`src/hdl/s2a_pkg.sv`:
```
// Shared constants and scan code lookup tables for the scan code to ASCII FIFO.
// No dependencies; used by the top level.
package s2a_pkg;

  localparam int FIFO_DEPTH = 256;

  localparam logic [6:0] CODE_LSHIFT = 7'h2A;
  localparam logic [6:0] CODE_RSHIFT = 7'h36;
  localparam logic [6:0] CODE_CTRL   = 7'h1D;
  localparam logic [6:0] CODE_CAPS   = 7'h3A;
  localparam logic [6:0] CODE_P      = 7'h19;
  localparam logic [6:0] CODE_N      = 7'h31;
  localparam logic [7:0] TABLE_LEN   = 8'd58;

  localparam logic [6:0] CHAR_CTRL_P = 7'h10;
  localparam logic [6:0] CHAR_CTRL_N = 7'h0E;
  localparam logic [6:0] CHAR_NONE   = 7'h00;

  function automatic logic [6:0] plain_char(input logic [5:0] code);
    logic [6:0] c;
    case (code)
      6'd2:  c = 7'h31;
      6'd3:  c = 7'h32;
      6'd4:  c = 7'h33;
      6'd5:  c = 7'h34;
      6'd6:  c = 7'h35;
      6'd7:  c = 7'h36;
      6'd8:  c = 7'h37;
      6'd9:  c = 7'h38;
      6'd10: c = 7'h39;
      6'd11: c = 7'h30;
      6'd12: c = 7'h2D;
      6'd13: c = 7'h3D;
      6'd14: c = 7'h08;
      6'd15: c = 7'h09;
      6'd16: c = 7'h71;
      6'd17: c = 7'h77;
      6'd18: c = 7'h65;
      6'd19: c = 7'h72;
      6'd20: c = 7'h74;
      6'd21: c = 7'h79;
      6'd22: c = 7'h75;
      6'd23: c = 7'h69;
      6'd24: c = 7'h6F;
      6'd25: c = 7'h70;
      6'd26: c = 7'h5B;
      6'd27: c = 7'h5D;
      6'd28: c = 7'h0A;
      6'd30: c = 7'h61;
      6'd31: c = 7'h73;
      6'd32: c = 7'h64;
      6'd33: c = 7'h66;
      6'd34: c = 7'h67;
      6'd35: c = 7'h68;
      6'd36: c = 7'h6A;
      6'd37: c = 7'h6B;
      6'd38: c = 7'h6C;
      6'd39: c = 7'h3B;
      6'd40: c = 7'h27;
      6'd41: c = 7'h60;
      6'd43: c = 7'h5C;
      6'd44: c = 7'h7A;
      6'd45: c = 7'h78;
      6'd46: c = 7'h63;
      6'd47: c = 7'h76;
      6'd48: c = 7'h62;
      6'd49: c = 7'h6E;
      6'd50: c = 7'h6D;
      6'd51: c = 7'h2C;
      6'd52: c = 7'h2E;
      6'd53: c = 7'h2F;
      6'd55: c = 7'h2A;
      6'd57: c = 7'h20;
      default: c = CHAR_NONE;
    endcase
    return c;
  endfunction

  function automatic logic [6:0] shift_char(input logic [5:0] code);
    logic [6:0] c;
    case (code)
      6'd2:  c = 7'h21;
      6'd3:  c = 7'h40;
      6'd4:  c = 7'h23;
      6'd5:  c = 7'h24;
      6'd6:  c = 7'h25;
      6'd7:  c = 7'h5E;
      6'd8:  c = 7'h26;
      6'd9:  c = 7'h2A;
      6'd10: c = 7'h28;
      6'd11: c = 7'h29;
      6'd12: c = 7'h5F;
      6'd13: c = 7'h2B;
      6'd14: c = 7'h08;
      6'd15: c = 7'h09;
      6'd16: c = 7'h51;
      6'd17: c = 7'h57;
      6'd18: c = 7'h45;
      6'd19: c = 7'h52;
      6'd20: c = 7'h54;
      6'd21: c = 7'h59;
      6'd22: c = 7'h55;
      6'd23: c = 7'h49;
      6'd24: c = 7'h4F;
      6'd25: c = 7'h50;
      6'd26: c = 7'h7B;
      6'd27: c = 7'h7D;
      6'd28: c = 7'h0A;
      6'd30: c = 7'h41;
      6'd31: c = 7'h53;
      6'd32: c = 7'h44;
      6'd33: c = 7'h46;
      6'd34: c = 7'h47;
      6'd35: c = 7'h48;
      6'd36: c = 7'h4A;
      6'd37: c = 7'h4B;
      6'd38: c = 7'h4C;
      6'd39: c = 7'h3A;
      6'd40: c = 7'h22;
      6'd41: c = 7'h7E;
      6'd43: c = 7'h7C;
      6'd44: c = 7'h5A;
      6'd45: c = 7'h58;
      6'd46: c = 7'h43;
      6'd47: c = 7'h56;
      6'd48: c = 7'h42;
      6'd49: c = 7'h4E;
      6'd50: c = 7'h4D;
      6'd51: c = 7'h3C;
      6'd52: c = 7'h3E;
      6'd53: c = 7'h3F;
      6'd55: c = 7'h2A;
      6'd57: c = 7'h20;
      default: c = CHAR_NONE;
    endcase
    return c;
  endfunction

endpackage

```
`src/hdl/s2a_ram.sv`:
```
// Generic simple dual-port RAM with one write port and one registered read port.
// No dependencies.
module s2a_ram #(
  parameter int WIDTH = 7,
  parameter int DEPTH = 256
) (
  input  logic                     clk,
  input  logic                     wr_en,
  input  logic [$clog2(DEPTH)-1:0] wr_addr,
  input  logic [WIDTH-1:0]         wr_data,
  input  logic                     rd_en,
  input  logic [$clog2(DEPTH)-1:0] rd_addr,
  output logic [WIDTH-1:0]         rd_data
);

  logic [WIDTH-1:0] mem [DEPTH];
  logic [WIDTH-1:0] rd_data_r;

  always_ff @(posedge clk) begin
    if (wr_en) begin
      mem[wr_addr] <= wr_data;
    end
    if (rd_en) begin
      rd_data_r <= mem[rd_addr];
    end
  end

  assign rd_data = rd_data_r;

endmodule

```
`src/hdl/scancode_to_ascii_fifo_top.sv`:
```
// PS/2 set-1 scan code decoder with a character FIFO held in block RAM.
// Depends on s2a_pkg and s2a_ram.
//
// The block accepts one request per clock cycle when not stalled, either a scan
// code byte or a character read, and returns exactly one result per request.
// Modifier flags and the FIFO pointers live in flip-flops and are updated in the
// accept cycle; the characters live in one RAM with a single write port and a
// registered read port, so the read data of a pop arrives in the next cycle. An
// output register behind that stage lets a new request enter while a finished
// result waits. The FIFO holds at most FIFO_DEPTH-1 characters.
module scancode_to_ascii_fifo_top #(
  parameter int FIFO_DEPTH = s2a_pkg::FIFO_DEPTH
) (
  input  logic       clk,
  input  logic       rst_n,
  input  logic       in_valid,
  output logic       in_ready,
  input  logic       in_action,
  input  logic [7:0] in_scan_byte,
  output logic       out_valid,
  input  logic       out_ready,
  output logic [6:0] out_read_char,
  output logic       out_char_popped,
  output logic       out_has_input,
  output logic       out_dropped
);

  localparam int AW = $clog2(FIFO_DEPTH);
  localparam logic [AW-1:0] PTR_LAST = AW'(FIFO_DEPTH - 1);

  logic          shift_r, shift_nxt;
  logic          ctrl_r, ctrl_nxt;
  logic          caps_r, caps_nxt;
  logic [AW-1:0] rd_ptr_r, rd_ptr_nxt;
  logic [AW-1:0] wr_ptr_r, wr_ptr_nxt;
  logic          s1_valid_r, s1_valid_nxt;
  logic          s1_pop_r, s1_has_r, s1_drop_r;
  logic          out_valid_r, out_valid_nxt;
  logic [6:0]    out_char_r;
  logic          out_pop_r, out_has_r, out_drop_r;

  logic          accept, s1_move;
  logic          is_press, is_shift, is_ctrl, is_caps;
  logic [6:0]    code;
  logic [6:0]    dec_char;
  logic [6:0]    plain_c;
  logic          non_empty, full, is_char;
  logic          do_pop, do_push, drop;
  logic [AW-1:0] wr_ptr_inc, rd_ptr_inc;
  logic [6:0]    ram_rdata;

  assign s1_move  = s1_valid_r && (!out_valid_r || out_ready);
  assign in_ready = !s1_valid_r || s1_move;
  assign accept   = in_valid && in_ready;

  assign code     = in_scan_byte[6:0];
  assign is_press = !in_scan_byte[7];
  assign is_shift = (code == s2a_pkg::CODE_LSHIFT) || (code == s2a_pkg::CODE_RSHIFT);
  assign is_ctrl  = (code == s2a_pkg::CODE_CTRL);
  assign is_caps  = (code == s2a_pkg::CODE_CAPS);

  always_comb begin
    plain_c  = s2a_pkg::plain_char(in_scan_byte[5:0]);
    dec_char = s2a_pkg::CHAR_NONE;
    if (ctrl_r) begin
      if (code == s2a_pkg::CODE_P) begin
        dec_char = s2a_pkg::CHAR_CTRL_P;
      end else if (code == s2a_pkg::CODE_N) begin
        dec_char = s2a_pkg::CHAR_CTRL_N;
      end
    end else if (in_scan_byte < s2a_pkg::TABLE_LEN) begin
      if (shift_r) begin
        dec_char = s2a_pkg::shift_char(in_scan_byte[5:0]);
      end else if (caps_r && (plain_c inside {[7'h61:7'h7A]})) begin
        dec_char = plain_c - 7'h20;
      end else begin
        dec_char = plain_c;
      end
    end
  end

  assign wr_ptr_inc = (wr_ptr_r == PTR_LAST) ? '0 : wr_ptr_r + AW'(1);
  assign rd_ptr_inc = (rd_ptr_r == PTR_LAST) ? '0 : rd_ptr_r + AW'(1);
  assign non_empty  = (rd_ptr_r != wr_ptr_r);
  assign full       = (wr_ptr_inc == rd_ptr_r);
  assign is_char    = is_press && !is_shift && !is_ctrl && !is_caps
                      && (dec_char != s2a_pkg::CHAR_NONE);
  assign do_pop     = accept && in_action && non_empty;
  assign do_push    = accept && !in_action && is_char && !full;
  assign drop       = !in_action && is_char && full;

  always_comb begin
    shift_nxt = shift_r;
    ctrl_nxt  = ctrl_r;
    caps_nxt  = caps_r;
    if (accept && !in_action) begin
      if (!is_press) begin
        if (is_shift) begin
          shift_nxt = 1'b0;
        end else if (is_ctrl) begin
          ctrl_nxt = 1'b0;
        end
      end else if (is_shift) begin
        shift_nxt = 1'b1;
      end else if (is_ctrl) begin
        ctrl_nxt = 1'b1;
      end else if (is_caps) begin
        caps_nxt = !caps_r;
      end
    end
    rd_ptr_nxt = do_pop ? rd_ptr_inc : rd_ptr_r;
    wr_ptr_nxt = do_push ? wr_ptr_inc : wr_ptr_r;
    s1_valid_nxt = accept ? 1'b1 : (s1_move ? 1'b0 : s1_valid_r);
    out_valid_nxt = s1_move ? 1'b1 : (out_ready ? 1'b0 : out_valid_r);
  end

  always_ff @(posedge clk) begin
    if (!rst_n) begin
      shift_r     <= 1'b0;
      ctrl_r      <= 1'b0;
      caps_r      <= 1'b0;
      rd_ptr_r    <= '0;
      wr_ptr_r    <= '0;
      s1_valid_r  <= 1'b0;
      out_valid_r <= 1'b0;
    end else begin
      shift_r     <= shift_nxt;
      ctrl_r      <= ctrl_nxt;
      caps_r      <= caps_nxt;
      rd_ptr_r    <= rd_ptr_nxt;
      wr_ptr_r    <= wr_ptr_nxt;
      s1_valid_r  <= s1_valid_nxt;
      out_valid_r <= out_valid_nxt;
    end
  end

  always_ff @(posedge clk) begin
    if (accept) begin
      s1_pop_r  <= do_pop;
      s1_has_r  <= (rd_ptr_nxt != wr_ptr_nxt);
      s1_drop_r <= drop;
    end
    if (s1_move) begin
      out_char_r <= s1_pop_r ? ram_rdata : s2a_pkg::CHAR_NONE;
      out_pop_r  <= s1_pop_r;
      out_has_r  <= s1_has_r;
      out_drop_r <= s1_drop_r;
    end
  end

  s2a_ram #(
    .WIDTH(7),
    .DEPTH(FIFO_DEPTH)
  ) u_char_ram (
    .clk    (clk),
    .wr_en  (do_push),
    .wr_addr(wr_ptr_r),
    .wr_data(dec_char),
    .rd_en  (do_pop),
    .rd_addr(rd_ptr_r),
    .rd_data(ram_rdata)
  );

  assign out_valid       = out_valid_r;
  assign out_read_char   = out_char_r;
  assign out_char_popped = out_pop_r;
  assign out_has_input   = out_has_r;
  assign out_dropped     = out_drop_r;

endmodule

```
`config.mk`:
```
export PLATFORM = sky130hd
export DESIGN_NAME = scancode_to_ascii_fifo_top
export DESIGN_NICKNAME = d
export VERILOG_FILES = /design/src/hdl/s2a_pkg.sv /design/src/hdl/s2a_ram.sv /design/src/hdl/scancode_to_ascii_fifo_top.sv
export SDC_FILE = /design/constraint.sdc
export NUM_CORES = 2
export LEC_CHECK = 0
export CAP_MARGIN = 5
export CORE_MARGIN = 5
export CORE_UTILIZATION = 39
export DETAILED_ROUTE_END_ITERATION = 10
export DONT_BUFFER_PORTS = 1
export SLEW_MARGIN = 25
export SYNTH_ARGS = -nofsm -noshare
export SYNTH_HDL_FRONTEND = slang
export SYNTH_SLANG_ARGS = --single-unit
```
`constraint.sdc`:
```
create_clock -name clk -period 23.5 [get_ports clk]
set_clock_uncertainty 0.2 [all_clocks]
set_input_delay 2.35 -clock clk [delete_from_list [all_inputs] [get_ports clk]]
set_output_delay 2.35 -clock clk [all_outputs]
set_load 0.01 [all_outputs]
```
# [After elaboration in Yosys (flattened, before gate mapping)]
# Memories as Yosys holds them, arrays and structs flattened. A register that Yosys moved wholly into a read port is not among the register bits.
# Index checks and enable logic that the tools add are counted.
[word_totals] mem_bits_rw=1792 out_inout_bits=12 n_memories=3 register_bits=34 rom_bits=896 input_bits=13 elab_cells=94
[mem_list] name="u_char_ram.mem" words=256 width=7 rd=1 rd_ports_with_merged_regs=1 wr=1 line="s2a_ram.sv:16" rtl="logic [WIDTH-1:0] mem [DEPTH];"
[mem_list] name="(no name shown)" words=64 width=7 rd=1 rd_ports_with_merged_regs=0 wr=0 line="s2a_pkg.sv:21" rtl="case (code)"
[mem_list] name="(no name shown)" words=64 width=7 rd=1 rd_ports_with_merged_regs=0 wr=0 line="s2a_pkg.sv:81" rtl="case (code)"
[classes] n_mux=24 n_eq_ne=11 n_reduce_logical=33 addsub=3 bitwise=3 order_cmp=3
[ops] operator="$mux 8" n=4
[ops] operator="$eq 7x6->1 const B" n=4
[ops] operator="$mux 7" n=4
[ops] operator="$add 8x1->8 const B" n=2
[ops] operator="$eq 8x8->1 const B" n=2
[ops] operator="$ne 8x8->1" n=2
[ops] operator="$logic_and 1x1->1" n=15
[ops] operator="$eq 7x5->1 const B" n=2
[ops] operator="$mux 1" n=14
[ops] operator="$logic_not 1->1" n=9
[ops] operator="$eq 8x8->1" n=1
[ops] operator="$lt 8x6->1 const B" n=1
[ops] operator="$ge 7x7->1 const B" n=1
[ops] operator="$le 7x7->1 const B" n=1
[ops] operator="$reduce_bool 7->1" n=1
[ops] operator="$sub 7x6->7 const B" n=1
[ops] operator="$mux 5" n=1
[ops] operator="$reduce_and 5->1" n=1
[ops] operator="$mux 4" n=1
[ops] operator="$reduce_bool 2->1" n=2
[ops] operator="$logic_or 1x1->1" n=3
[ops] operator="$not 1->1" n=3
[ops] operator="$reduce_and 3->1" n=1
[ops] operator="$reduce_and 2->1" n=1

# [Logic depth before layout (Yosys ltp)]
# An unclocked memory read counts as a cell.
[logic_depth] ltp_word=14 ltp_mapped=19 ltp_nobuf=16

# [Hierarchy]
# From an unflattened synthesis, not the netlist that was laid out.
[hier_totals] cells_unflattened=3805 area_unflattened_um2=73719.5
[by_module_without_submodules] module="s2a_ram" n_inst=1 seq_area_each_um2=54021.8 area_per_inst_um2=70267.4 cells_each=3381
[by_module_without_submodules] module="scancode_to_ascii_fifo_top" n_inst=1 seq_area_each_um2=810.8 area_per_inst_um2=3452.1 cells_each=424

# [Worst setup path before layout]
# OpenSTA, ideal clock, no wires.
[synth_path] path_kind="input port to flip-flop" start="input in_scan_byte[1]" end="memory u_char_ram.mem[203][0], enable pin" path_stages=14 arrival_ns=11.616 required_time_ns=22.940 setup_time_ns=0.360 setup_slack_ns=11.324 path_cell_list="buf_2 inv_1 ha_1 nor2b_1 nand3b_1 o21ai_1 nand2b_1 nor4_2 a31oi_2 buf_6 buf_2 nand4b_1 clkbuf_1 nor2_1"
[synth_between] elab_chain_len=14 elab_cells_between_ends=33
[synth_lines] element="start, declared" line="scancode_to_ascii_fifo_top.sv:19" rtl="input logic [7:0] in_scan_byte,"
[synth_lines] element="$mem_v2 64x7"
[synth_lines] element="$ge 7x7->1 or $le 7x7->1 (tied branches)" line="scancode_to_ascii_fifo_top.sv:74" rtl="end else if (caps_r && (plain_c inside {[7'h61:7'h7A]})) begin"
[synth_lines] element="$logic_and 1x1->1 (2 in series)" line="scancode_to_ascii_fifo_top.sv:74"
[synth_lines] element="$mux 7" line="scancode_to_ascii_fifo_top.sv:74"
[synth_lines] element="$mux 7" line="scancode_to_ascii_fifo_top.sv:72" rtl="if (shift_r) begin"
[synth_lines] element="$mux 7" line="scancode_to_ascii_fifo_top.sv:71" rtl="end else if (in_scan_byte < s2a_pkg::TABLE_LEN) begin"
[synth_lines] element="$mux 7 (*)" line="scancode_to_ascii_fifo_top.sv:65" rtl="if (ctrl_r) begin"
[synth_lines] element="via dec_char[4]" line="scancode_to_ascii_fifo_top.sv:45" rtl="logic [6:0] dec_char;"
[synth_lines] element="$reduce_bool 7->1 (*)" line="scancode_to_ascii_fifo_top.sv:87" rtl="&& (dec_char != s2a_pkg::CHAR_NONE);"
[synth_lines] element="$logic_and 1x1->1 (*)" line="scancode_to_ascii_fifo_top.sv:87"
[synth_lines] element="$logic_and 1x1->1 (*) (2 in series)" line="scancode_to_ascii_fifo_top.sv:89" rtl="assign do_push = accept && !in_action && is_char && !full;"
[synth_lines] element="$mux 1 (*)" line="s2a_ram.sv:20" rtl="if (wr_en) begin"
[synth_lines] element="$mux 1 (not written as such) (*)" line="s2a_ram.sv:21" rtl="mem[wr_addr] <= wr_data;"
[synth_lines] element="end, declared" line="s2a_ram.sv:16"
# Mark *: on every way through the listed nets, which the timed path passes. The rest lies on a longest branch.

# [Worst setup path after layout]
[layout_path] start="input in_scan_byte[1]" end="memory u_char_ram.mem[227][1], enable pin"
[layout_between] elab_chain_len=14 elab_cells_between_ends=33
[layout_lines] element="$mem_v2 64x7"
[layout_lines] element="$ge 7x7->1 or $le 7x7->1 (tied branches)" line="scancode_to_ascii_fifo_top.sv:74"
[layout_lines] element="$logic_and 1x1->1 (2 in series)" line="scancode_to_ascii_fifo_top.sv:74"
[layout_lines] element="$mux 7" line="scancode_to_ascii_fifo_top.sv:74"
[layout_lines] element="$mux 7" line="scancode_to_ascii_fifo_top.sv:72"
[layout_lines] element="$mux 7" line="scancode_to_ascii_fifo_top.sv:71"
[layout_lines] element="$mux 7" line="scancode_to_ascii_fifo_top.sv:65"
[layout_lines] element="$reduce_bool 7->1" line="scancode_to_ascii_fifo_top.sv:87"
[layout_lines] element="$logic_and 1x1->1 (*)" line="scancode_to_ascii_fifo_top.sv:87"
[layout_lines] element="$logic_and 1x1->1 (*) (2 in series)" line="scancode_to_ascii_fifo_top.sv:89"
[layout_lines] element="$mux 1 (*)" line="s2a_ram.sv:20"
[layout_lines] element="$mux 1 (not written as such) (*)" line="s2a_ram.sv:21"
# Mark *: on every way between the ends. The rest lies on a longest branch, timed or not.

==> results.ini <==
[run_status]
status = finished clean

[placement]
port_buffers = 0
hpwl_mm = 106
placed_cells = 5642
gp_congestion = 0.839

[synthesis]
syn_area_mm2 = 0.0727
syn_inst = 3308
yosysWarnings = 0
synthDistinctLibCells = 74
post_synth.cell_area_avg_um2 = 22.0
ys_seq_area_frac = 0.754
synth_top_flop_cell = edfxtp_1
ys_ff_latch = 1833
synthArstFlopShare = 0
synth-edff-count = 1812
synth_nets = 3339

[timing]
drv_slew = 0
rsz0062_at_grt = no
hold_violations = 0
slew_headroom = 0.237
finalCritPeriodShare = 0.286
worstMarginPinSlew_ns = 1.15
fin_crit_ns = 6.71
max_freq_mhz = 149
finalSetupViolations = 0
tns_ns = 0

[die]
row_count = 158
start_util = 0.392
fp.dieW_um = 442
core_mm2 = 0.185
die_h_um = 442
ios = 25
die_area_mm2 = 0.195

[critical_path]
required_ns = 23.72
r2r_start = wr_ptr_r[4]
r2r_slack_ns = 17.80
crit_start = in_scan_byte[1]
reg2regPathDepth = 12
cp_max_fo = 16
r2r-end = u_char_ram.mem[148][5]
cp-end-kind = flop
arrival_ns = 6.94
endpoint = u_char_ram.mem[227][1]
cp-start-kind = input pin
timing_worst_setup_path_type = in -> reg

[routing]
drtIter0Drc = 3996
first_pass_iters = 5
totalWireLength_mm = 179
vias = 34400
wl_per_cell_um = 29.8
drc = 0
viasPerCell = 5.74
detail-route-antenna-nets = 0

[cells_and_area]
area_delta_synth_final_pct = 12.6
final_common_cell = edfxtp_1
final_layout_size_suffix_gt1_frac = 0.279
fin_cells = 5986
layout_common_cells = 1812 x edfxtp_1, 594 x mux4_2, 291 x nor2_1
finish.utilization = 0.441
fin_nets = 3379

[pwr]
seq_power_share = 0.532
p_per_area_mw_per_mm2 = 83.0
p_int_uw = 5370
p_leak_uw = 0.0232
p_clk_frac = 0.438
power.share.combinational = 0.030
vdd_ir_drop_max_uv = 80.6
p_sw_uw = 1430
netSwitchingFraction = 0.210

[global_route]
grtUsageTotal = 0.180
grt_pass1_wl_mm = 257
antenna_found_initial = 4
grt_max_degree = 160
grt_pass1_vias = 34300
grt_overflow_total = 0

[cts]
post_cts_buffers = 0
cts_tree = built
clock_sinks = 1833
cts_buffer_depth = 3
cts_resized = 0
hold_buffers = 0
clkTransAtPathRegs_ns = 0.06
cts_made_buffers = 181
h-tree-depth = 4
clk_latency_ns = 0.84
cts_root_buf = clkbuf_16

[min_path]
hold_class = reg -> reg

[flow_run]
drv_cap = 0

## cell families after synthesis
group	count (synthesis)	share of synthesized area
buf+inv	224	0.0124
compound gates	130	0.0123
fa+ha+maj	18	0.00310
flops	1833	0.754
xor+xnor	32	0.00385
simple gates	465	0.0284
mux	606	0.186
## cells in the mapped netlist, types with 6 or more instances
master / count / area (um2)
edfxtp_1: 1812 / 54400
mux4_2: 594 / 13400
nor2_1: 299 / 1120
clkbuf_1: 116 / 435
buf_1: 62 / 233
nand2_1: 46 / 173
a21oi_1: 30 / 150
o21ai_0: 23 / 115
nand3_1: 22 / 110
dfxtp_1: 21 / 420
nand2b_1: 20 / 125
inv_1: 19 / 71.3
ha_1: 18 / 225
xor2_1: 18 / 158
buf_2: 17 / 85.1
xnor2_1: 14 / 123
and2_1: 12 / 75.1
nor2b_1: 12 / 75.1
mux2i_1: 9 / 90.1
nor3_1: 9 / 45.0
a211oi_1: 8 / 60.1
a31oi_1: 8 / 50.1
nand4_1: 6 / 37.5
nor4_1: 6 / 37.5
## metrics by stage
| stage | power, uW | setup WS, ns | hold slack (ns) | instance area, um2 |
|---|---|---|---|---|
| after floorplan | 3820 | 11.32 | 0.200 | 72700 |
| after global placement | 3890 | 16.13 | 0.281 | 75500 |
| after detailed placement | 3890 | 16.07 | 0.292 | 75600 |
| after CTS | 6850 | 16.91 | 0.309 | 81700 |
| after global routing | 7000 | 16.64 | 0.390 | 81800 |
| final | 6790 | 16.79 | 0.304 | 81800 |
## how the worst min path moves through the flow
stage | startpoint | to | slack [ns] | cells after the start
6_report | s1_valid_r | out_valid | 0.30 | 2
5_1_grt | s1_valid_r | out_valid | 0.39 | 2
4_1_cts | s1_valid_r | out_valid | 0.31 | 2
3_5_place_dp | s1_valid_r | out_valid | 0.29 | 2
3_3_place_gp | s1_valid_r | out_valid | 0.28 | 2
2_1_floorplan | s1_drop_r | out_dropped | 0.20 | 0
## final cells by class
cell class | count | area, um2
Tap cell | 2480 | 3100
Fill cell | 15700 | 104000
Antenna cell | 2 | 5.00
Timing Repair Buffer | 60 | 548
Multi-Input combinational cell | 1251 | 17100
Inverter | 21 | 93.8
Sequential cell | 1833 | 54900
Clock buffer | 206 | 4620
Clock inverter | 133 | 1550
## registers in the layout (all words and copies together), names as in the netlist
name                count
rd_ptr_r                8
out_has_input           1
ctrl_r                  1
out_valid               1
s1_has_r                1
caps_r                  1
out_read_char           7
out_char_popped         1
u_char_ram.mem       1792
s1_valid_r              1
out_dropped             1
s1_pop_r                1
u_char_ram.rd_data      7
shift_r                 1
wr_ptr_r                8
s1_drop_r               1
## metal layers
layer  track usage  share of wire  vias up
li1              -              -    14000
met1         0.255           0.41    18500
met2         0.289           0.49     1557
met3        0.0326          0.072      252
met4        0.0515          0.028        0
met5             0              0        -
## power by group through the flow
stage	registers (uW)	clock network, uW	logic [uW]
2_1_floorplan	3690	0	133
3_3_place_gp	3680	0	206
3_5_place_dp	3680	0	208
4_1_cts	3610	3030	208
5_1_grt	3610	3170	220
6_report	3610	2970	205
## critical path, stage by stage
cell and delay (ns):
inv_1 0.24, ha_1 0.31, nor2b_1 0.23, a211oi_1 0.10, a211o_1 0.29, inv_1 0.10
ha_1 0.19, nand3_1 0.08, a311o_1 0.38, a31oi_1 0.23, o21ai_2 0.15, and3_1 0.27
nor4_2 0.53, nand2_2 0.73, nor2_1 0.73
Note: power is estimated with default switching activity, not from simulation.
